`src/rtl/mif_pkg.sv`:
```
// ----------------------------------------------------------------------------
// mif_pkg: shared constants and types of the modular inverse pipeline
// Modulus, Barrett factor, exponent and the beat formats that travel
// between neighboring cells.
// ----------------------------------------------------------------------------
package mif_pkg;

  // Field widths.
  localparam int OperandW = 63;
  localparam int ResW     = 30;

  // Prime modulus and the Fermat exponent p-2.
  localparam logic [ResW-1:0] Prime    = 30'd998244353;
  localparam logic [ResW-1:0] ExpConst = Prime - 30'd2;
  localparam int              ExpBits  = ResW;

  // The top bits of the operand already sit below the prime, so the
  // reduction chain only has to fold in the remaining low bits.
  localparam int RedSteps = OperandW - (ResW - 1);

  // Barrett reduction for products below 2^(2*ResW).
  localparam int              ProdW      = 2 * ResW;
  localparam int              MuW        = ResW + 1;
  localparam int              RemW       = ResW + 2;
  localparam logic [63:0]     MuFull     = (64'd1 << ProdW) / {34'd0, Prime};
  localparam logic [MuW-1:0]  BarrettMu  = MuFull[MuW-1:0];
  localparam logic [RemW-1:0] PrimeW     = {2'b00, Prime};
  localparam logic [RemW-1:0] TwoPrimeW  = {1'b0, Prime, 1'b0};

  // Pipeline depth of one modular multiplier.
  localparam int MulLat = 4;

  // Beat handed along the reduction chain.
  typedef struct packed {
    logic                valid;
    logic [RedSteps-1:0] rem;
    logic [ResW-1:0]     res;
  } red_beat_t;

  // Beat handed along the exponentiation chain.
  typedef struct packed {
    logic            valid;
    logic [ResW-1:0] acc;
    logic [ResW-1:0] base;
  } exp_beat_t;

endpackage

```
`src/rtl/mif_red_cell.sv`:
```
// ----------------------------------------------------------------------------
// mif_red_cell: one step of the operand reduction chain
// Shifts the next operand bit into the running residue and subtracts the
// prime once when the residue reaches it.
// ----------------------------------------------------------------------------
module mif_red_cell (
  input  logic                clk_i,
  input  logic                rst_ni,
  input  logic                en_i,
  input  mif_pkg::red_beat_t  beat_i,
  output mif_pkg::red_beat_t  beat_o
);
  import mif_pkg::*;

  logic                valid_q;
  logic [RedSteps-1:0] rem_q;
  logic [ResW-1:0]     res_q;
  logic [ResW:0]       shifted;
  logic [ResW:0]       diff;
  logic [ResW-1:0]     res_d;

  // The residue stays below the prime, so 2r+b is below twice the prime.
  assign shifted = {beat_i.res, beat_i.rem[RedSteps-1]};
  assign diff    = shifted - {1'b0, Prime};
  assign res_d   = (shifted >= {1'b0, Prime}) ? diff[ResW-1:0] : shifted[ResW-1:0];

  // Valid flag of the beat held in this cell.
  always_ff @(posedge clk_i or negedge rst_ni) begin
    if (!rst_ni) begin
      valid_q <= 1'b0;
    end else if (en_i) begin
      valid_q <= beat_i.valid;
    end
  end

  // Residue and the bits still to be folded in.
  always_ff @(posedge clk_i) begin
    if (en_i) begin
      rem_q <= {beat_i.rem[RedSteps-2:0], 1'b0};
      res_q <= res_d;
    end
  end

  assign beat_o = '{valid: valid_q, rem: rem_q, res: res_q};

endmodule

```
`config.mk`:
```
export PLATFORM = sky130hd
export DESIGN_NAME = mif_red_cell
export DESIGN_NICKNAME = d
export VERILOG_FILES = /design/src/rtl/mif_pkg.sv /design/src/rtl/mif_red_cell.sv
export SDC_FILE = /design/constraint.sdc
export NUM_CORES = 1
export LEC_CHECK = 0
export ABC_AREA = 0
export BUFFER_PORTS_ARGS = -buffer_cell sky130_fd_sc_hd__buf_2
export CORE_UTILIZATION = 45
export DETAILED_ROUTE_END_ITERATION = 7
export HOLD_SLACK_MARGIN = 0.1
export PLACE_DENSITY = 0.86
export SLEW_MARGIN = 20
export SYNTH_ARGS = -nofsm -noshare
export SYNTH_HDL_FRONTEND = slang
export SYNTH_SLANG_ARGS = --single-unit
```
`constraint.sdc`:
```
create_clock -name clk_i -period 2.1 [get_ports clk_i]
set_input_delay 0.21 -clock clk_i [delete_from_list [all_inputs] [get_ports clk_i]]
set_output_delay 0.21 -clock clk_i [all_outputs]
set_load 0.01 [all_outputs]
```
# == After elaboration in Yosys (flattened, before gate mapping) ==
# Cells that the tools add are included.
# op_classes
mux,1
magnitude_cmp,1
n_addsub,1
# op_table
cell,n
$ge A31 B30 Y1 const B,1
$mux W30,1
$sub A30 B30 Y30 const B,1
# word_totals
in_bits,68
ff_bits,64
elab_cells,6
out_inout_bits,65

# == Depth between registers and ports, before layout ==
# depth
word_depth,2
ltp_mapped,8
ltp_nobuf,7

# == Worst setup path before layout ==
# Ideal clock, no wire load.
# synth_path
path_type,input -> register
from,in beat_i[18] (netlist bit)
to,"reg res_q[28], data pin"
cell_stages,6
required_ns,1.842
arrival_ns,1.761
setup_slack_ns,0.082
n_path_buf,1
path_cell_list,or4_1 -> buf_2 -> or4_4 -> o311a_1 -> o21ai_2 -> xnor2_1
# synth_via
elab_chain_cells,2
word_cells_on_any_way,3
cone_classes,add/sub: 1; order compare: 1; mux: 1
# synth_lines
element,line_no,source
start: declaration,mif_red_cell.sv:10,"input mif_pkg::red_beat_t beat_i,"
$sub A30 B30 Y30 or $ge A31 B30 Y1 (tied branches),"mif_red_cell.sv:24, mif_red_cell.sv:25",
$mux W30 (*),mif_red_cell.sv:25,"assign res_d = (shifted >= {1'b0, Prime}) ? diff[ResW-1:0] : shifted[ResW-1:0];"
named net res_d[28],mif_red_cell.sv:20,logic [ResW-1:0] res_d;
end signal: assignment,mif_red_cell.sv:40,res_q <= res_d;
end: declaration,mif_red_cell.sv:17,logic [ResW-1:0] res_q;
# The timed path passes the listed nets; every way through them passes the cells marked *.
# A chain may end at the register's enable or synchronous reset.

# == Final worst setup path ==
# layout_path
from,in beat_i[18] (netlist bit)
to,"reg res_q[8], data pin"
# layout_via
elab_chain_cells,2
# layout_lines
element,line_no
$ge A31 B30 Y1,mif_red_cell.sv:25
$mux W30,mif_red_cell.sv:25
named net res_d[8],mif_red_cell.sv:20
# The timed path passes the listed nets, and every way through them passes these cells.

==> results_dict.tcl <==
set metrics [dict create \
    status "complete, no violations" \
    peak_vdd_ir_mv 0.462 \
    cts_tree "built" \
    post-route-worst-setup-slack_ns 0.212 \
    die_height_um 80.4 \
    grt_pass1_wl_mm 10.9 \
    internal_power_w 0.00247 \
    yosys.area_share.simple_pct 10.0 \
    ys_seq_elements 64 \
    avgSynthCellArea_sq_um 14.8 \
    io_buffers 131 \
    cp_data_arrival_time_ns 1.97 \
    final_common_cell "sky130_fd_sc_hd__buf_2" \
    floorplan.io_pins 133 \
    worst_slack_on_hold_paths_ns 0.171 \
    post_layout_nonfiller_instances 453 \
    final_util_pct 70.8 \
    placed_cells 402 \
    first_pass_iters 4 \
    critPathCaptureType "flop" \
    post-layout-total-power_w 0.00320 \
    drc_errors 0 \
    route.antenna.remaining_nets 0 \
    insertedDiodeCount 0 \
    slew_hr_pct 61.0 \
    finalHoldViolCount 0 \
    start_util_pct 46.7 \
    std_cell_rows 28 \
    power.combinational.fraction_pct 14.0 \
    p_seq_share_pct 48.7 \
    htree_num_levels 3 \
    p_leak_nw 1.74 \
    critical_path_class "input port to flop" \
    post_synth_xor_area_fraction_pct 8.55 \
    globalplace.congestion 0.856 \
    worst_clock_skew_ns 0 \
    worst-path-max-fanout 11 \
    drv.max_cap_violation_count 0 \
    post-route-period-util_pct 89.9 \
    drive_above_1_share_pct 45.8 \
    die_x_um 80.4 \
    hold_path.class "input port to async pin" \
    timing.critical_path.from_type "input port" \
    ys_dominant_reg_cell "sky130_fd_sc_hd__edfxtp_1" \
    cts.clk_slew.worst_paths_ns 0.07 \
    transition_at_the_pin_with_the_smallest_max_transition_slack_ns 0.585 \
    groute.usage.overall_pct 23.4 \
    netSwitchingPower_w 0.000724 \
    place_ws_ns -0.144 \
    wl_per_cell_um 16.6 \
    total_routed_wirelength_mm 7.52 \
    root_buffer_selected_by_cts "sky130_fd_sc_hd__clkbuf_8" \
    p_clk_share_pct 37.3 \
    synth_fa_ha_area_share_pct 0.905 \
    dp_hpwl_mm 4.88 \
    clock_sinks 64 \
    post_cts.resized_instances 0 \
    netSwitchingFraction_pct 22.7 \
    most-common-layout-cells "sky130_fd_sc_hd__buf_2 (131), sky130_fd_sc_hd__edfxtp_1 (63), sky130_fd_sc_hd__dlygate4sd3_1 (35)" \
    area_growth_syn_to_layout_pct 51.6 \
    post_cts_buffers 0 \
    final-max-slew-violation-count 0 \
    grt_start_max_net_pins 27 \
    synth-async-reset-ratio_pct 1.56 \
    num_vias 2374 \
    fill_cells 367 \
    edff_count_synth 63 \
    synthesis.instances 187 \
    finalCriticalPeriod_ns 1.89 \
    pwr_density_cell_nw_per_um2 762 \
    synth.yosys.seq_area_share_pct 69.3 \
    via_per_inst 5.24 \
    achievable_frequency_mhz 530 \
    worst-endpoint-required_ns 2.18 \
    initialDrtViolationCount 137 \
    synth.cell_area_sq_um 2770 \
    yosys.cell_types.count 41 \
    unrepaired_setup_endpoints_after_global_routing "no" \
    die_area_sq_um 6460 \
    synth_top_family_by_area "simple AND/OR/NAND/NOR gates" \
    synth_warnings 0 \
    synth_fp_nets 257 \
    numCtsBuffers 9 \
    cts-root-to-sink-buffers 2 \
    setup_viol 0 \
    synth_compound_gate_area_share_pct 8.87 \
    clk_latency_ns 0.33 \
    synth.area.mux_share_pct 0.407 \
    core_area_sq_um 5920 \
    ctsHoldBuffers 35 \
    grt-ovfl-total 0 \
    vias_in_the_first_global_route 2212 \
    num-nets-final 443 \
    antenna_found_initial 0 \
]
## synth_stat cells (3+ instances only)
master	instances	share of area [%]
sky130_fd_sc_hd__nor4_1	7	1.6
sky130_fd_sc_hd__nor2_1	10	1.4
sky130_fd_sc_hd__o21ai_1	13	2.4
sky130_fd_sc_hd__a21oi_1	6	1.1
sky130_fd_sc_hd__o211ai_2	4	1.8
sky130_fd_sc_hd__and3_1	4	0.90
sky130_fd_sc_hd__edfxtp_1	63	68
sky130_fd_sc_hd__xnor2_1	24	7.6
sky130_fd_sc_hd__xor2_1	3	0.95
sky130_fd_sc_hd__nand2_1	5	0.68
sky130_fd_sc_hd__buf_2	4	0.72
sky130_fd_sc_hd__nand3_1	3	0.54
sky130_fd_sc_hd__nor3_1	5	0.90
sky130_fd_sc_hd__a31oi_1	3	0.68
## worst max-delay path: stages
cell,delay (ns)
sky130_fd_sc_hd__buf_2,0.11
sky130_fd_sc_hd__or4_1,0.64
sky130_fd_sc_hd__nor4b_4,0.34
sky130_fd_sc_hd__a31oi_2,0.21
sky130_fd_sc_hd__buf_4,0.23
sky130_fd_sc_hd__o21ai_1,0.15
sky130_fd_sc_hd__xnor2_1,0.09
## per-stage QoR
stage / cell area (sq um) / TNS (ns)
after floorplan: 2770 / 0
after global placement: 3620 / -1.07
after detailed placement: 3620 / -2.43
after CTS: 4190 / 0
after global routing: 4190 / 0
final: 4190 / 0
## kinds of logic after synthesis
family | count (synthesis)
DFF | 64
and+or+nand+nor | 46
AOI/OAI and AO/OA | 36
xor gates and xnor gates | 27
buffers and inverters | 10
adders and majority gates | 2
other | 1
muxes | 1
## metal layers
metal | GRT usage [%] | up-vias | share of wire, % | wire, um
met5 | 0 | - | 0 | 0
li1 | - | 1094 | - | -
met1 | 27.1 | 1143 | 39 | 2940
met2 | 40.1 | 123 | 50 | 3720
met3 | 8.07 | 14 | 9.4 | 704
met4 | 8.57 | 0 | 2.0 | 148
## worst paths after layout
| check | end | depth (start not counted) | slack [ns] | from |
|---|---|---|---|---|
| max in group asynchronous | valid_q | 2 | 1.85 | rst_ni |
| worst min-delay path | valid_q | 2 | 0.17 | rst_ni |
| worst min register to register | valid_q | 1 | 0.53 | valid_q |
| worst max register to register | valid_q | 1 | 1.35 | valid_q |
| worst max-delay path | res_q[8] | 7 | 0.21 | beat_i[18] |
| min in group clk_i | res_q[29] | 2 | 0.20 | beat_i[28] |
## sequential cells by signal (all words and copies together) (netlist names)
register  flops
rem_q        33
res_q        30
valid_q       1
## power groups by stage
stage	Sequential, W	Combinational (W)	Clock (W)
2_1_floorplan	0.00164	0.0000833	0
3_3_place_gp	0.00158	0.000380	0
3_5_place_dp	0.00158	0.000388	0
4_1_cts	0.00155	0.000441	0.00120
5_1_grt	0.00156	0.000482	0.00126
6_report	0.00156	0.000448	0.00119
## cell type report
type	instances	area, sq um	area share [%]
flip-flops and latches	64	1920	45.7
well taps	75	93.8	2.24
clock buffers	13	159	3.79
repair buffers	183	1150	27.3
multi-input cells	113	805	19.2
inverters	2	7.51	0.179
clock inverters	3	65.1	1.55
(Power assumes the default switching activity.)
